### src/via_pkg.sv
// Package for the interface adapter: beat types, function codes, register addresses.
package via_pkg;

    // Function codes carried in the func field
    localparam logic [2:0] FUNC_WRITE = 3'd0;
    localparam logic [2:0] FUNC_READ  = 3'd1;
    localparam logic [2:0] FUNC_PIN_A = 3'd2;
    localparam logic [2:0] FUNC_PIN_B = 3'd3;
    localparam logic [2:0] FUNC_CA1   = 3'd4;

    // Register map on the bus
    localparam logic [3:0] ADDR_PORT_B = 4'h0;
    localparam logic [3:0] ADDR_PORT_A = 4'h1;
    localparam logic [3:0] ADDR_DIR_B  = 4'h2;
    localparam logic [3:0] ADDR_DIR_A  = 4'h3;
    localparam logic [3:0] ADDR_PCR    = 4'hC;
    localparam logic [3:0] ADDR_IFR    = 4'hD;
    localparam logic [3:0] ADDR_IER    = 4'hE;

    // Flag and enable masks
    localparam logic [7:0] FLAG_IRQ_CA1 = 8'b1000_0010;
    localparam logic [7:0] FLAG_KEEP    = 8'b0111_1101;
    localparam logic [7:0] ENABLE_CA1   = 8'b0000_0010;
    localparam int         IER_SET_BIT  = 7;

    typedef struct packed {
        logic [2:0] func;
        logic [3:0] reg_addr;
        logic [7:0] data;
    } in_item_t;

    typedef struct packed {
        logic [7:0] read_data;
        logic [7:0] port_a_out;
        logic [7:0] port_b_out;
        logic       irq_request;
        logic       irq_release;
        logic       bad_register;
    } out_item_t;

endpackage

### src/via_in_reg.sv
// Input register stage: captures one beat and holds it until the core takes it.
module via_in_reg (
    input  logic               clk,
    input  logic               rst_n,
    input  logic               item_valid,
    output logic               item_ready,
    input  via_pkg::in_item_t  item,
    input  logic               take,
    output logic               stage_valid,
    output via_pkg::in_item_t  stage_item
);
    import via_pkg::*;

    logic     valid_reg;
    logic     valid_next;
    in_item_t item_reg;

    // Accept a new beat when empty or when the held one moves on
    assign item_ready = !valid_reg || take;

    always_comb
    begin
        valid_next = valid_reg;
        if (item_ready)
            valid_next = item_valid;
    end

    always_ff @(posedge clk or negedge rst_n)
    begin
        if (!rst_n)
            valid_reg <= 1'b0;
        else
            valid_reg <= valid_next;
    end

    // Load payload on accept
    always_ff @(posedge clk)
    begin
        if (item_valid && item_ready)
            item_reg <= item;
    end

    assign stage_valid = valid_reg;
    assign stage_item  = item_reg;

endmodule

### src/via_core.sv
// Adapter core: register file and single-pass decode of one beat.
module via_core (
    input  logic               clk,
    input  logic               rst_n,
    input  logic               fire,
    input  via_pkg::in_item_t  item,
    output via_pkg::out_item_t result_next
);
    import via_pkg::*;

    logic [7:0] port_a_reg, port_a_next;
    logic [7:0] port_b_reg, port_b_next;
    logic [7:0] dir_a_reg, dir_a_next;
    logic [7:0] dir_b_reg, dir_b_next;
    logic [7:0] ctrl_reg, ctrl_next;
    logic [7:0] flag_reg, flag_next;
    logic [7:0] enable_reg, enable_next;

    logic [7:0] rd;
    logic       req;
    logic       rel;
    logic       bad;
    logic       ca1_set;

    // Both CA1 and IRQ flags set: a port A bus access clears them
    assign ca1_set = (flag_reg & FLAG_IRQ_CA1) == FLAG_IRQ_CA1;

    // Decode the beat and compute the next register values
    always_comb
    begin
        port_a_next = port_a_reg;
        port_b_next = port_b_reg;
        dir_a_next  = dir_a_reg;
        dir_b_next  = dir_b_reg;
        ctrl_next   = ctrl_reg;
        flag_next   = flag_reg;
        enable_next = enable_reg;
        rd  = 8'h00;
        req = 1'b0;
        rel = 1'b0;
        bad = 1'b0;
        unique case (item.func)
            FUNC_WRITE:
            begin
                unique case (item.reg_addr)
                    ADDR_PORT_B: port_b_next = item.data & dir_b_reg;
                    ADDR_PORT_A:
                    begin
                        port_a_next = item.data & dir_a_reg;
                        if (ca1_set)
                        begin
                            flag_next = flag_reg & FLAG_KEEP;
                            rel       = 1'b1;
                        end
                    end
                    ADDR_DIR_B:  dir_b_next = item.data;
                    ADDR_DIR_A:  dir_a_next = item.data;
                    ADDR_PCR:    ctrl_next  = item.data;
                    ADDR_IFR:    flag_next  = item.data;
                    ADDR_IER:
                    begin
                        if (item.data[IER_SET_BIT])
                            enable_next = enable_reg | item.data;
                        else
                            enable_next = enable_reg & ~item.data;
                    end
                    default:     bad = 1'b1;
                endcase
            end
            FUNC_READ:
            begin
                unique case (item.reg_addr)
                    ADDR_PORT_B: rd = port_b_reg & ~dir_b_reg;
                    ADDR_PORT_A:
                    begin
                        rd = port_a_reg & ~dir_a_reg;
                        if (ca1_set)
                        begin
                            flag_next = flag_reg & FLAG_KEEP;
                            rel       = 1'b1;
                        end
                    end
                    ADDR_DIR_B:  rd = dir_b_reg;
                    ADDR_DIR_A:  rd = dir_a_reg;
                    ADDR_PCR:    rd = ctrl_reg;
                    ADDR_IFR:    rd = flag_reg;
                    ADDR_IER:    rd = enable_reg;
                    default:     bad = 1'b1;
                endcase
            end
            FUNC_PIN_A: port_a_next = item.data & ~dir_a_reg;
            FUNC_PIN_B: port_b_next = item.data & ~dir_b_reg;
            FUNC_CA1:
            begin
                // Raise the flag when the level matches the selected edge and CA1 is enabled
                if ((item.data[0] == ctrl_reg[0]) && ((enable_reg & ENABLE_CA1) != 8'h00))
                begin
                    flag_next = flag_reg | FLAG_IRQ_CA1;
                    req       = 1'b1;
                end
            end
            default: ;
        endcase
    end

    // Commit state only when the beat moves to the result register
    always_ff @(posedge clk or negedge rst_n)
    begin
        if (!rst_n)
        begin
            port_a_reg <= 8'h00;
            port_b_reg <= 8'h00;
            dir_a_reg  <= 8'h00;
            dir_b_reg  <= 8'h00;
            ctrl_reg   <= 8'h00;
            flag_reg   <= 8'h00;
            enable_reg <= 8'h00;
        end
        else if (fire)
        begin
            port_a_reg <= port_a_next;
            port_b_reg <= port_b_next;
            dir_a_reg  <= dir_a_next;
            dir_b_reg  <= dir_b_next;
            ctrl_reg   <= ctrl_next;
            flag_reg   <= flag_next;
            enable_reg <= enable_next;
        end
    end

    assign result_next.read_data    = rd;
    assign result_next.port_a_out   = port_a_next;
    assign result_next.port_b_out   = port_b_next;
    assign result_next.irq_request  = req;
    assign result_next.irq_release  = rel;
    assign result_next.bad_register = bad;

endmodule

### src/via_out_reg.sv
// Result register: holds one result beat until the consumer takes it.
module via_out_reg (
    input  logic               clk,
    input  logic               rst_n,
    input  logic               load,
    input  via_pkg::out_item_t result_next,
    output logic               space,
    output logic               result_valid,
    input  logic               result_ready,
    output via_pkg::out_item_t result
);
    import via_pkg::*;

    logic      valid_reg;
    logic      valid_next;
    out_item_t result_reg;

    // Room for a new result when empty or when the held one is taken now
    assign space = !valid_reg || result_ready;

    always_comb
    begin
        valid_next = valid_reg;
        if (space)
            valid_next = load;
    end

    always_ff @(posedge clk or negedge rst_n)
    begin
        if (!rst_n)
            valid_reg <= 1'b0;
        else
            valid_reg <= valid_next;
    end

    always_ff @(posedge clk)
    begin
        if (load && space)
            result_reg <= result_next;
    end

    assign result_valid = valid_reg;
    assign result       = result_reg;

endmodule

### src/versatile_interface_adapter_regs_top.sv
// Path: a beat accepted into the input register moves on to the result register once that has room.
// Throughput: one beat per cycle unless results stall; input and result registers each take a beat
// while the other side stalls, and the register file updates as a beat enters the result register.
// Reset: rst_n clears all adapter registers and both stage valids at once.
// Ready follows from the result register's free space through the input stage.
module versatile_interface_adapter_regs_top (
    input  logic               clk,
    input  logic               rst_n,
    input  logic               item_valid,
    output logic               item_ready,
    input  via_pkg::in_item_t  item,
    output logic               result_valid,
    input  logic               result_ready,
    output via_pkg::out_item_t result
);
    import via_pkg::*;

    logic      stage_valid;
    in_item_t  stage_item;
    logic      space;
    logic      take;
    out_item_t result_next;

    // Advance the held beat when the result register has room
    assign take = stage_valid && space;

    via_in_reg u_in_reg (
        .clk        (clk),
        .rst_n      (rst_n),
        .item_valid (item_valid),
        .item_ready (item_ready),
        .item       (item),
        .take       (take),
        .stage_valid(stage_valid),
        .stage_item (stage_item)
    );

    via_core u_core (
        .clk        (clk),
        .rst_n      (rst_n),
        .fire       (take),
        .item       (stage_item),
        .result_next(result_next)
    );

    via_out_reg u_out_reg (
        .clk         (clk),
        .rst_n       (rst_n),
        .load        (take),
        .result_next (result_next),
        .space       (space),
        .result_valid(result_valid),
        .result_ready(result_ready),
        .result      (result)
    );

endmodule

### config.mk
export PLATFORM = sky130hd
export DESIGN_NAME = versatile_interface_adapter_regs_top
export DESIGN_NICKNAME = d
export VERILOG_FILES = /design/src/via_pkg.sv /design/src/via_in_reg.sv /design/src/via_core.sv /design/src/via_out_reg.sv /design/src/versatile_interface_adapter_regs_top.sv
export SDC_FILE = /design/constraint.sdc
export NUM_CORES = 1
export LEC_CHECK = 0
export ABC_CLOCK_PERIOD_IN_PS = 3400
export BUFFER_PORTS_ARGS = -buffer_cell sky130_fd_sc_hd__buf_4
export CELL_PAD_IN_SITES_DETAIL_PLACEMENT = 1
export CELL_PAD_IN_SITES_GLOBAL_PLACEMENT = 1
export CORE_AREA = 5 5 143 104
export DETAILED_ROUTE_END_ITERATION = 7
export DIE_AREA = 0 0 148 109
export GPL_ROUTABILITY_DRIVEN = 0
export PLACE_DENSITY_LB_ADDON = 0.1
export RECOVER_POWER = 50
export SLEW_MARGIN = 20
export SYNTH_ARGS = -nofsm -noshare
export SYNTH_HDL_FRONTEND = slang
export SYNTH_HIERARCHICAL = 1
export SYNTH_SLANG_ARGS = --single-unit
### constraint.sdc
create_clock -name clk -period 3.4 [get_ports clk]
set_input_delay 0.17 -clock clk [delete_from_list [all_inputs] [get_ports clk]]
set_output_delay 0.17 -clock clk [all_outputs]
set_load 0.01 [all_outputs]
Word level (Yosys, flattened, before mapping)
Index checks and enable logic that the tools add are counted.
{"block": "word_totals", "reg_bits": 100, "in_bits": 19, "out_inout_bits": 29, "word_cells": 81}
{"block": "classes", "eq_ne": 15, "muxes": 14, "bitwise": 12, "n_reduce_logical": 21}
{"cell": "$and A8 B8 Y8", "n": 7}
{"cell": "$pmux W8 S7", "n": 1}
{"cell": "$mux W8", "n": 6}
{"cell": "$pmux W8 S2", "n": 3}
{"cell": "$not A8 Y8", "n": 3}
{"cell": "$pmux W8 S3", "n": 1}
{"cell": "$eq A4 B4 Y1 const B", "n": 3}
{"cell": "$reduce_and A3 Y1", "n": 4}
{"cell": "$reduce_and A5 Y1", "n": 2}
{"cell": "$eq A4 B2 Y1 const B", "n": 2}
{"cell": "$or A8 B8 Y8", "n": 1}
{"cell": "$reduce_or A7 Y1", "n": 1}
{"cell": "$eq A3 B2 Y1 const B", "n": 2}
{"cell": "$eq A4 B1 Y1 const B", "n": 1}
{"cell": "$logic_and A1 B1 Y1", "n": 4}
{"cell": "$logic_not A4 Y1", "n": 1}
{"cell": "$ne A2 B1 Y1 const B", "n": 2}
{"cell": "$eq A3 B1 Y1 const B", "n": 1}
{"cell": "$eq A3 B3 Y1 const B", "n": 1}
{"cell": "$logic_not A3 Y1", "n": 1}
{"cell": "$mux W1", "n": 3}
{"cell": "$ne A3 B1 Y1 const B", "n": 1}
{"cell": "$reduce_bool A3 Y1", "n": 1}
{"cell": "$eq A2 B2 Y1 const B", "n": 1}
{"cell": "other kinds (7)", "n": 9}

Longest topological paths before layout
Gate-level depths: netlist of the first run.
{"block": "logic_depth", "depth_word": 5, "ltp_mapped": 7, "ltp_nobuf": 6}

Hierarchy
The synthesis of the first run kept the hierarchy.
{"module": "via_core", "n_inst": 1, "cells_each": 364, "area_each_um2": 3484.6, "seq_area_each_um2": 1401.3}
{"module": "via_out_reg", "n_inst": 1, "cells_each": 31, "area_each_um2": 864.6, "seq_area_each_um2": 835.8}
{"module": "via_in_reg", "n_inst": 1, "cells_each": 19, "area_each_um2": 504.2, "seq_area_each_um2": 475.5}
{"module": "versatile_interface_adapter_regs_top", "n_inst": 1, "cells_each": 1, "area_each_um2": 6.3, "seq_area_each_um2": 0.0}

Least setup slack after synthesis of the first run
OpenSTA, ideal clock, no wires.
{"block": "synth_path", "path_type": "register to register", "start": "register u_in_reg.item_reg (netlist bit u_in_reg/stage_item[9])", "end": "register u_out_reg.result_reg (netlist bit u_out_reg/result[10]) (data pin)", "setup_ps": 264, "arrival_time_ps": 1750, "required_time_ps": 3136, "slack_ps": 1386, "stages_incl_launch_ff": 7, "n_path_buf": 2, "synth_period_minus_slack_ps": 2014, "cell_sequence": "edfxtp_1 > buf_6 > or4_4 > or3_1 > a21o_1 > buf_6 > o2bb2ai_1"}
{"element": "start, declared", "line_no": "via_in_reg.sv:16", "source": "in_item_t item_reg;"}
{"element": "start signal, assigned", "line_no": "via_in_reg.sv:40", "source": "item_reg <= item;"}
{"element": "end signal, assigned", "line_no": "via_out_reg.sv:39", "source": "result_reg <= result_next;"}
{"element": "end, declared", "line_no": "via_out_reg.sv:16", "source": "out_item_t result_reg;"}

Final worst setup path of the first run
{"block": "layout_path", "start": "register u_out_reg.valid_reg (netlist: u_out_reg/result_valid)", "end": "register u_in_reg.item_reg (netlist bit u_in_reg/stage_item[7]) (enable)"}
{"block": "layout_via", "elab_chain_len": 5}
{"element": "start, declared", "line_no": "via_out_reg.sv:14", "source": "logic valid_reg;"}
{"element": "start signal, assigned", "line_no": "via_out_reg.sv:33", "source": "valid_reg <= valid_next;"}
{"element": "$logic_not A1 Y1", "line_no": "via_out_reg.sv:19", "source": "assign space = !valid_reg || result_ready;"}
{"element": "$logic_or A1 B1 Y1", "line_no": "via_out_reg.sv:19"}
{"element": "via space", "line_no": "versatile_interface_adapter_regs_top.sv:20", "source": "logic space;"}
{"element": "$logic_and A1 B1 Y1", "line_no": "versatile_interface_adapter_regs_top.sv:25", "source": "assign take = stage_valid && space;"}
{"element": "via take", "line_no": "versatile_interface_adapter_regs_top.sv:21", "source": "logic take;"}
{"element": "$logic_or A1 B1 Y1", "line_no": "via_in_reg.sv:19", "source": "assign item_ready = !valid_reg || take;"}
{"element": "$logic_and A1 B1 Y1", "line_no": "via_in_reg.sv:39", "source": "if (item_valid && item_ready)"}
The timed path passes the listed nets, and every way through them passes these cells.
A chain may end at the register's enable or synchronous reset.

==> flow_summary.json, run 1 <==
{
  "vias_per_cell": 5.555,
  "utilization": 0.4157,
  "drt_pre_antenna_iters": 4,
  "place_area_mm2": 0.005289,
  "antennaDiodeCount": 0,
  "violations": "max-capacitance violations, max-slew violations",
  "rsz0062_at_grt": "no",
  "via_count": 3516,
  "cp_cell_sequence": "nand2b_2, and2_0, clkbuf_1, nand2b_1, and2_1",
  "cts-root-buf": "clkbuf_16",
  "ios": 48,
  "largest_reg_flops": 27,
  "outcome": "finished, violations left",
  "synthFlopType": "dfrtp_1",
  "tightestPinTransition_ns": 1.567,
  "synth_cells": 415,
  "stdcell_area_mm2": 0.005599,
  "post_cts_buffers": 0,
  "period_needed_ns": 2.607,
  "drc": 0,
  "cp_max_fo": 15,
  "async_flop_share": 0.5800,
  "ys_types": 53,
  "ys_warn_count": 6,
  "cts_max_level": 3,
  "clock-sinks": 100,
  "clk_path_buf_depth": 2,
  "worst_hold_path_type": "in -> reg",
  "p_leak_nw": 2.179,
  "fp-row-count": 36,
  "cts_buffers": 9,
  "place_inst": 601,
  "synth_seq_area_share": 0.5582,
  "crit_arrival_ns": 2.58,
  "startpoint": "u_out_reg/result_valid",
  "grt_max_degree": 59,
  "slowest_delay_ns": 0.68,
  "syn-cell-area_mm2": 0.004860,
  "hold_viol_final": 0,
  "syn_nets": 434,
  "antenna_found_initial": 0,
  "grt-ovfl-total": 0,
  "synthToLayoutAreaGrowth_pct": 15.22,
  "nets": 476,
  "grt_first_pass_wirelength_um": 21610,
  "pre_cts_ws_ns": 0.8592,
  "start_util": 0.3608,
  "fin_tns_setup_ns": 0,
  "cts_hold_buf": 16,
  "die_height_um": 109,
  "pwr_density_cell_mw_per_mm2": 563.6,
  "routedWlPerCell_um": 21.17,
  "relSlewSlack": -0.04479,
  "clk_pin_slew_ns": 0.07,
  "synth_seq_cells": 100,
  "wl_um": 13400,
  "skew_ns": 0.006069,
  "drt_iter0_markers": 185,
  "drive_gt1_frac": 0.1905,
  "portBuffers": 47,
  "stdcell_count": 633,
  "hpwl_um": 9424,
  "grt_usage": 0.1766,
  "max_clock_freq_ghz": 0.3836,
  "holdCritStartpoint": "item_valid",
  "r2r_start": "u_out_reg/result_valid",
  "start_kind": "flip-flop",
  "fin_ws_ns": 0.7929,
  "slew_violations": 59,
  "ir_drop_mv": 0.2197,
  "report.final.setup_viol": 0,
  "min_period_over_period": 0.7668,
  "die_w_um": 148,
  "drv_cap": 1,
  "required_ns": 3.38,
  "avgSynthCellArea_um2": 11.71,
  "end_kind": "flip-flop",
  "synth_edf_count": 42,
  "cts_tree": "yes",
  "design.core.area_mm2": 0.01347,
  "detail-route-antenna-nets": 0,
  "crit_type": "reg -> reg",
  "fp.dieArea_mm2": 0.01613,
  "clk_latency_ns": 0.35,
  "cts.repair.resized": 0,
  "slowest_stage": "clkbuf_1",
  "grt_pass1_vias": 3732
}
-- routing by layer --
metal | wire length (um) | global-route usage
met1 | 6712 | 0.2446
met2 | 6123 | 0.2882
met3 | 429 | 0.03698
met4 | 136 | 0.03955
met5 | 0 | 0
-- power by group --
group	internal [mW]	total [mW]	switching (mW)
clock	0.500	0.974	0.473
sequential	1.48	1.66	0.181
combinational	0.244	0.518	0.274
-- cells in the mapped netlist, types with 3 or more instances --
master | count | area [um^2]
a21o_1 | 5 | 37.54
a21oi_1 | 16 | 80.08
a221o_1 | 4 | 40.04
a221oi_1 | 6 | 52.55
a31oi_1 | 9 | 56.30
a32o_1 | 8 | 80.08
a32oi_1 | 4 | 35.03
and2_1 | 3 | 18.77
and3b_1 | 3 | 26.28
buf_2 | 8 | 40.04
buf_4 | 3 | 22.52
buf_6 | 3 | 33.78
clkbuf_1 | 23 | 86.33
dfrtp_1 | 58 | 1451
edfxtp_1 | 42 | 1261
inv_1 | 3 | 11.26
mux2_2 | 39 | 439.2
nand2_1 | 49 | 183.9
nand2b_1 | 22 | 137.6
nand4_1 | 9 | 56.30
nor2_1 | 11 | 41.29
nor3b_1 | 15 | 112.6
o21ai_0 | 13 | 65.06
o21ai_1 | 3 | 15.01
o2bb2ai_1 | 16 | 140.1
-- layout by cell type (no fill, tap or decap), types with 13 or more instances in the layout --
cell type	n
a21oi_1	16
clkbuf_1	29
clkbuf_4	15
dfrtp_1	58
dlygate4sd3_1	16
edfxtp_1	42
mux2_2	39
nand2_1	49
nand2b_1	23
nor3b_1	15
o21ai_0	13
o2bb2ai_1	16
-- final cells by class --
type	count	area [um^2]
fill	1455	7869
sequential	100	2713
multi-input combinational	273	1931
timing repair buffer	70	454.2
clock buffer	9	225.2
tap	171	214.0
clock inverter	7	51.30
inverter	3	11.26
-- cell families (layout without fill, tap and decap cells) --
family / after synthesis / in the layout / synth area share
and+or+nand+nor: 137 / 137 / 0.1625
DFF: 100 / 100 / 0.5582
AOI/OAI and AO/OA: 95 / 95 / 0.1437
buffers and inverters: 42 / 89 / 0.04145
muxes: 40 / 40 / 0.09243
xor gates and xnor gates: 1 / 1 / 0.001803
-- through the flow --
| stage | hold slack, ns | total power [mW] |
|---|---|---|
| after detailed placement | 0.3243 | 2.256 |
| after global placement | 0.3165 | 2.229 |
| after floorplan | -0.1256 | 1.990 |
| after global routing | 0.03294 | 3.320 |
| final | 0.02850 | 3.155 |
| after CTS | 0.03030 | 3.250 |
-- path summary, 6_finish.rpt --
check	end	slack, ns	cells after the start
setup reg to reg	u_in_reg/stage_item[7]	0.79	5
max in group asynchronous	u_core/port_a_reg[3]	1.71	2
hold reg to reg	u_core/enable_reg[7]	0.47	1
setup / recovery	u_in_reg/stage_item[7]	0.79	5
hold / removal	u_in_reg/stage_valid	0.03	2
min in group asynchronous	u_core/port_b_reg[5]	0.75	2
-- critical path: cells and delay by family, from the launching register on --
family                 cells  cell delay (ns)
and+or+nand+nor            4             1.16
buffers and inverters      1             0.68
DFF                        1             0.40
Note: power is estimated with default switching activity, not from simulation.
==> run 2: changes to the inputs <==
Settings changed: ABC_AREA set to 1, ABC_CLOCK_PERIOD_IN_PS 3400 to 2700, CORE_AREA 5 5 143 104 to 5 5 141 103, DIE_AREA 0 0 148 109 to 0 0 146 108.
Clock period 3.4 ns to 2.7 ns, I/O delays scaled along.
==> flow_summary.json, run 2 <==
{
  "period_needed_ns": 2.112,
  "fin_tns_setup_ns": 0,
  "synth_top_area_cell": "dfrtp_1",
  "worst_hold_path_type": "in -> reg",
  "fp-row-count": 35,
  "vias_per_cell": 5.140,
  "cts_tree": "yes",
  "detail-route-antenna-nets": 0,
  "yosys-top-cells-area": "dfrtp_1 (31%), edfxtp_1 (27%), nand2_1 (15%)",
  "synth_seq_area_share": 0.5769,
  "end_kind": "flip-flop",
  "grt_usage": 0.1976,
  "synth_seq_cells": 100,
  "pwr_density_cell_mw_per_mm2": 761.5,
  "antenna_found_initial": 0,
  "grt_first_pass_wirelength_um": 23870,
  "violations": "max-capacitance violations, max-slew violations",
  "design.core.area_mm2": 0.01292,
  "routedWlPerCell_um": 19.31,
  "drc": 0,
  "grt-ovfl-total": 0,
  "ir_drop_mv": 0.3340,
  "cp_max_fo": 12,
  "grt_max_degree": 59,
  "clk_pin_slew_ns": 0.07,
  "required_ns": 2.68,
  "max_clock_freq_ghz": 0.4735,
  "fp.dieArea_mm2": 0.01577,
  "cts_buffers": 9,
  "ys_types": 27,
  "ios": 48,
  "antennaDiodeCount": 0,
  "drt_iter0_markers": 327,
  "cts_max_level": 3,
  "rsz0062_at_grt": "no",
  "post_cts_buffers": 0,
  "portBuffers": 47,
  "drv_cap": 1,
  "fill_cells": 1506,
  "synthFlopType": "dfrtp_1",
  "report.final.setup_viol": 0,
  "die_height_um": 108,
  "crit_arrival_ns": 2.09,
  "tightestPinTransition_ns": 1.592,
  "ys_warn_count": 6,
  "async_flop_share": 0.5800,
  "nets": 628,
  "cts-root-buf": "clkbuf_16",
  "hold_viol_final": 0,
  "grt_pass1_vias": 4136,
  "synthTopCellsByCount": "nand2_1 (184), o21ai_0 (61), dfrtp_1 (58)",
  "skew_ns": 0.01036,
  "hpwl_um": 11010,
  "syn-cell-area_mm2": 0.004702,
  "clk_path_buf_depth": 2,
  "start_kind": "flip-flop",
  "slew_violations": 59,
  "start_util": 0.3640,
  "avgSynthCellArea_um2": 8.675,
  "synth_cells": 542,
  "synth_most_common_cell": "nand2_1",
  "synthToLayoutAreaGrowth_pct": 18.01,
  "final_common_cell": "nand2_1",
  "relSlewSlack": -0.06145,
  "drive_gt1_frac": 0.08958,
  "clock-sinks": 100,
  "wl_um": 15060,
  "synth_top_area_frac": 0.3087,
  "layout_common_cells": "nand2_1 (184), o21ai_0 (61), dfrtp_1 (58)",
  "die_w_um": 146,
  "synth_edf_count": 42,
  "via_count": 4009,
  "drt_pre_antenna_iters": 4,
  "min_period_over_period": 0.7822,
  "crit_type": "reg -> reg",
  "totalPowerFinal_mw": 4.226,
  "largest_reg_flops": 27,
  "syn_nets": 561,
  "outcome": "finished, violations left",
  "p_leak_nw": 2.495,
  "clk_latency_ns": 0.35
}
[run 2: cell types whose count changed after synthesis, sizes merged, moves of 22 or more]
cell,change
nor2,+41
nand3,+23
nand2b,-24
inv,+46
nand2,+137
clkbuf,-22
o21ai,+53
mux2,-39
[run 2: critical path, stage by stage, from the launching register on]
cell and delay [ns]:
dfrtp_1 0.40, nand2_1 0.10, nand2_1 0.05, inv_1 0.24, inv_1 0.10, a21oi_1 0.23
clkbuf_1 0.61
[run 2: logic make-up after synthesis]
group,Yosys count,synth area share
AOI/OAI and AO/OA,106,0.1144
buffers and inverters,65,0.06173
and+or+nand+nor,271,0.2469
DFF,100,0.5769
[run 2: repair_timing]
action,CTS,global route
hold buffers,17,0
hold endpoints to repair,74,0
resized for setup,0,0
[run 2: layout make-up]
cell class / count / area, um^2 / area share
Clock buffer: 11 / 242.7 / 0.04374
Clock inverter: 5 / 42.54 / 0.007666
Inverter: 50 / 187.7 / 0.03382
Multi-Input combinational cell: 377 / 1699 / 0.3062
Sequential cell: 100 / 2713 / 0.4888
Tap cell: 166 / 207.7 / 0.03743
Timing Repair Buffer: 71 / 456.7 / 0.08230
[run 2: path summary, 6_finish.rpt]
path	startpoint	end	slack (ns)	depth (start not counted)
min in group asynchronous	rst_n	asynchronous set/reset pin	0.72	2
max	u_out_reg/result_valid	u_out_reg/result[23]	0.59	6
max reg2reg	u_out_reg/result_valid	u_out_reg/result[23]	0.59	6
min	result_ready	u_out_reg/result_valid	0.07	4
max in group asynchronous	rst_n	u_core/port_b_reg[7]	1.02	2
min reg2reg	u_core/enable_reg[7]	u_core/enable_reg[7]	0.47	2
[run 2: through the flow]
step	std cells	cell area (um^2)	setup slack (ns)	hold slack [ns]	util
after floorplan	542	4702	0.2685	-0.1606	-
after global placement	747	5224	0.7755	0.2872	0.4044
final	780	5549	0.5881	0.06864	0.4295
after CTS	780	5679	0.7268	0.09280	0.4396
after detailed placement	747	5224	0.7275	0.2936	0.4044
after global routing	780	5549	0.4248	0.09365	0.4295
[run 2: metal layers]
metal,GRT usage,wire length [um]
met1,0.2873,7506
met2,0.3048,6505
met5,0,0
met3,0.04566,899
met4,0.03960,146
[run 2: power breakdown]
part	total, mW	internal [mW]	switching, mW
Clock	1.26	0.663	0.595
Sequential	2.13	1.92	0.214
Combinational	0.833	0.266	0.567
Total	4.23	2.85	1.38
==> run 3: changes to the inputs <==
Settings changed: ABC_CLOCK_PERIOD_IN_PS 2700 to 1730.
Clock period 2.7 ns to 1.73 ns, I/O delays scaled along.
==> flow_summary.json, run 3 (synthesized netlist as in run 2, its figures left out) <==
{
  "required_ns": 1.91,
  "layout_common_cells": "nand2_1 (178), dfrtp_1 (58), o21ai_0 (56)",
  "drv_cap": 0,
  "fp-row-count": 35,
  "design.core.area_mm2": 0.01292,
  "start_kind": "flip-flop",
  "vias_per_cell": 5.138,
  "clk_pin_slew_ns": 0.07,
  "antenna_found_initial": 0,
  "largest_reg_flops": 27,
  "slew_violations": 0,
  "grt-ovfl-total": 0,
  "routedWlPerCell_um": 19.17,
  "die_height_um": 108,
  "rsz0062_at_grt": "yes",
  "p_int_mw": 4.869,
  "synthToLayoutAreaGrowth_pct": 25.84,
  "cts_buffers": 9,
  "crit_arrival_ns": 1.89,
  "multiInputGateArea_mm2": 0.001799,
  "grt_usage": 0.1978,
  "clk_path_buf_depth": 2,
  "portBuffers": 47,
  "tightestPinTransition_ns": 0.8973,
  "drc": 0,
  "relSlewSlack": 0.4018,
  "seqCellArea_mm2": 0.002713,
  "end_kind": "flip-flop",
  "crit_type": "reg -> reg",
  "ir_drop_mv": 0.5083,
  "fill_cells": 1539,
  "final_common_cell": "nand2_1",
  "grt_max_degree": 30,
  "cp_common_cell": "buf_4",
  "slowest_delay_ns": 0.45,
  "power.switching_mw": 2.177,
  "pwr_density_cell_mw_per_mm2": 1191,
  "cp_cell_sequence": "inv_1, buf_4, nor2_4, nand2_2, nor2_1, nor3_2, buf_4, a21oi_1",
  "clk_latency_ns": 0.35,
  "antennaDiodeCount": 0,
  "hold_viol_final": 0,
  "crit_buf_inv": 3,
  "skew_ns": 0.01086,
  "via_count": 4162,
  "drt_iter0_markers": 298,
  "outcome": "finished clean",
  "drive_gt1_frac": 0.1584,
  "grt_first_pass_wirelength_um": 23840,
  "max_clock_freq_ghz": 0.5835,
  "pwr-share-clk": 0.325,
  "wl_um": 15530,
  "p_seq_frac": 0.472,
  "period_needed_ns": 1.714,
  "place_area_mm2": 0.005401,
  "stdcell_area_mm2": 0.005917,
  "holdWs_ns": 0.04636,
  "cts-root-buf": "clkbuf_16",
  "start_util": 0.3640,
  "drt_pre_antenna_iters": 4,
  "hpwl_um": 11410,
  "clock-sinks": 100,
  "ios": 48,
  "min_period_over_period": 0.9907,
  "cp_top_family": "simple AND/OR/NAND/NOR gates",
  "cts_tree": "yes",
  "combPwrFrac": 0.203,
  "die_w_um": 146,
  "switching_share": 0.3090,
  "nets": 658,
  "utilization": 0.4580,
  "p_leak_nw": 2.671,
  "cp_max_fo": 6,
  "worst_hold_path_type": "in -> reg",
  "cts_max_level": 3,
  "totalPowerFinal_mw": 7.046,
  "grt_pass1_vias": 4174,
  "slowest_stage": "edfxtp_1",
  "report.final.setup_viol": 0,
  "fp.dieArea_mm2": 0.01577,
  "detail-route-antenna-nets": 0
}
-- run 3: changes by cell type in the layout (fill, tap and decap cells not counted), moves of 4 or more --
| cell | change |
|---|---|
| o21ai_0 | -5 |
| o21ai_1 | +4 |
| nor2_1 | -4 |
| nand2_1 | -6 |
| nand2_2 | +5 |
| nor2_4 | +4 |
| buf_4 | +19 |
-- run 3: repair_timing --
item	4_1_cts	5_1_grt
pin swaps	0	8
cloned	0	4
hold endpoints to repair	42	0
setup endpoints to repair	23	62
setup buffers	0	3
resized for setup	7	26
hold buffers	17	0
-- run 3: metrics by stage --
| stage | setup TNS [ns] | instances | worst slack, ns |
|---|---|---|---|
| global route | -0.1105 | 810 | -0.04138 |
| CTS | 0 | 803 | 0.01356 |
| global placement | -0.06488 | 770 | -0.05790 |
| floorplan | -4.738 | 542 | -0.1131 |
| detailed placement | -0.6718 | 770 | -0.09030 |
| finish | 0 | 810 | 0.01612 |
-- run 3: final cells by class --
cell class              count  share of cell area
repair inverters            1            0.001269
repair buffers             97              0.1123
clock buffers               9             0.03806
flip-flops and latches    100              0.4584
inverters                  50             0.03299
multi-input cells         380              0.3041
well taps                 166             0.03510
clock inverters             7             0.01776
-- run 3: final timing paths --
path / to / slack, ns / cells past startpoint / startpoint
setup / recovery: u_out_reg/result[22] / 0.02 / 8 / u_in_reg/stage_item[9]
hold / removal: u_out_reg/result_valid / 0.05 / 4 / result_ready
setup reg to reg: u_out_reg/result[22] / 0.02 / 8 / u_in_reg/stage_item[9]
hold reg to reg: u_core/enable_reg[7] / 0.48 / 2 / u_core/enable_reg[7]
max in group asynchronous: u_core/flag_reg[5] / 0.42 / 3 / rst_n
min in group asynchronous: u_core/flag_reg[1] / 0.38 / 2 / rst_n
-- run 3: per-layer routing --
layer	vias up	GRT usage	wire (um)
met2	112	0.3065	6913
met5	-	0	0
met3	13	0.05027	1062
met1	2065	0.2814	7388
li1	1972	-	-
met4	0	0.04564	165
-- run 3: worst min-delay path: stages --
cell,delay [ns]
buf_4,0.08
inv_1,0.05
nand2_1,0.08
nand2_1,0.06
-- run 3: power groups by stage --
stage / registers [mW] / logic, mW / clock network (mW)
floorplan: 3.31 / 0.782 / 0
global placement: 3.35 / 1.41 / 0
detailed placement: 3.36 / 1.47 / 0
CTS: 3.33 / 1.50 / 2.32
global route: 3.37 / 1.61 / 2.45
finish: 3.33 / 1.43 / 2.29
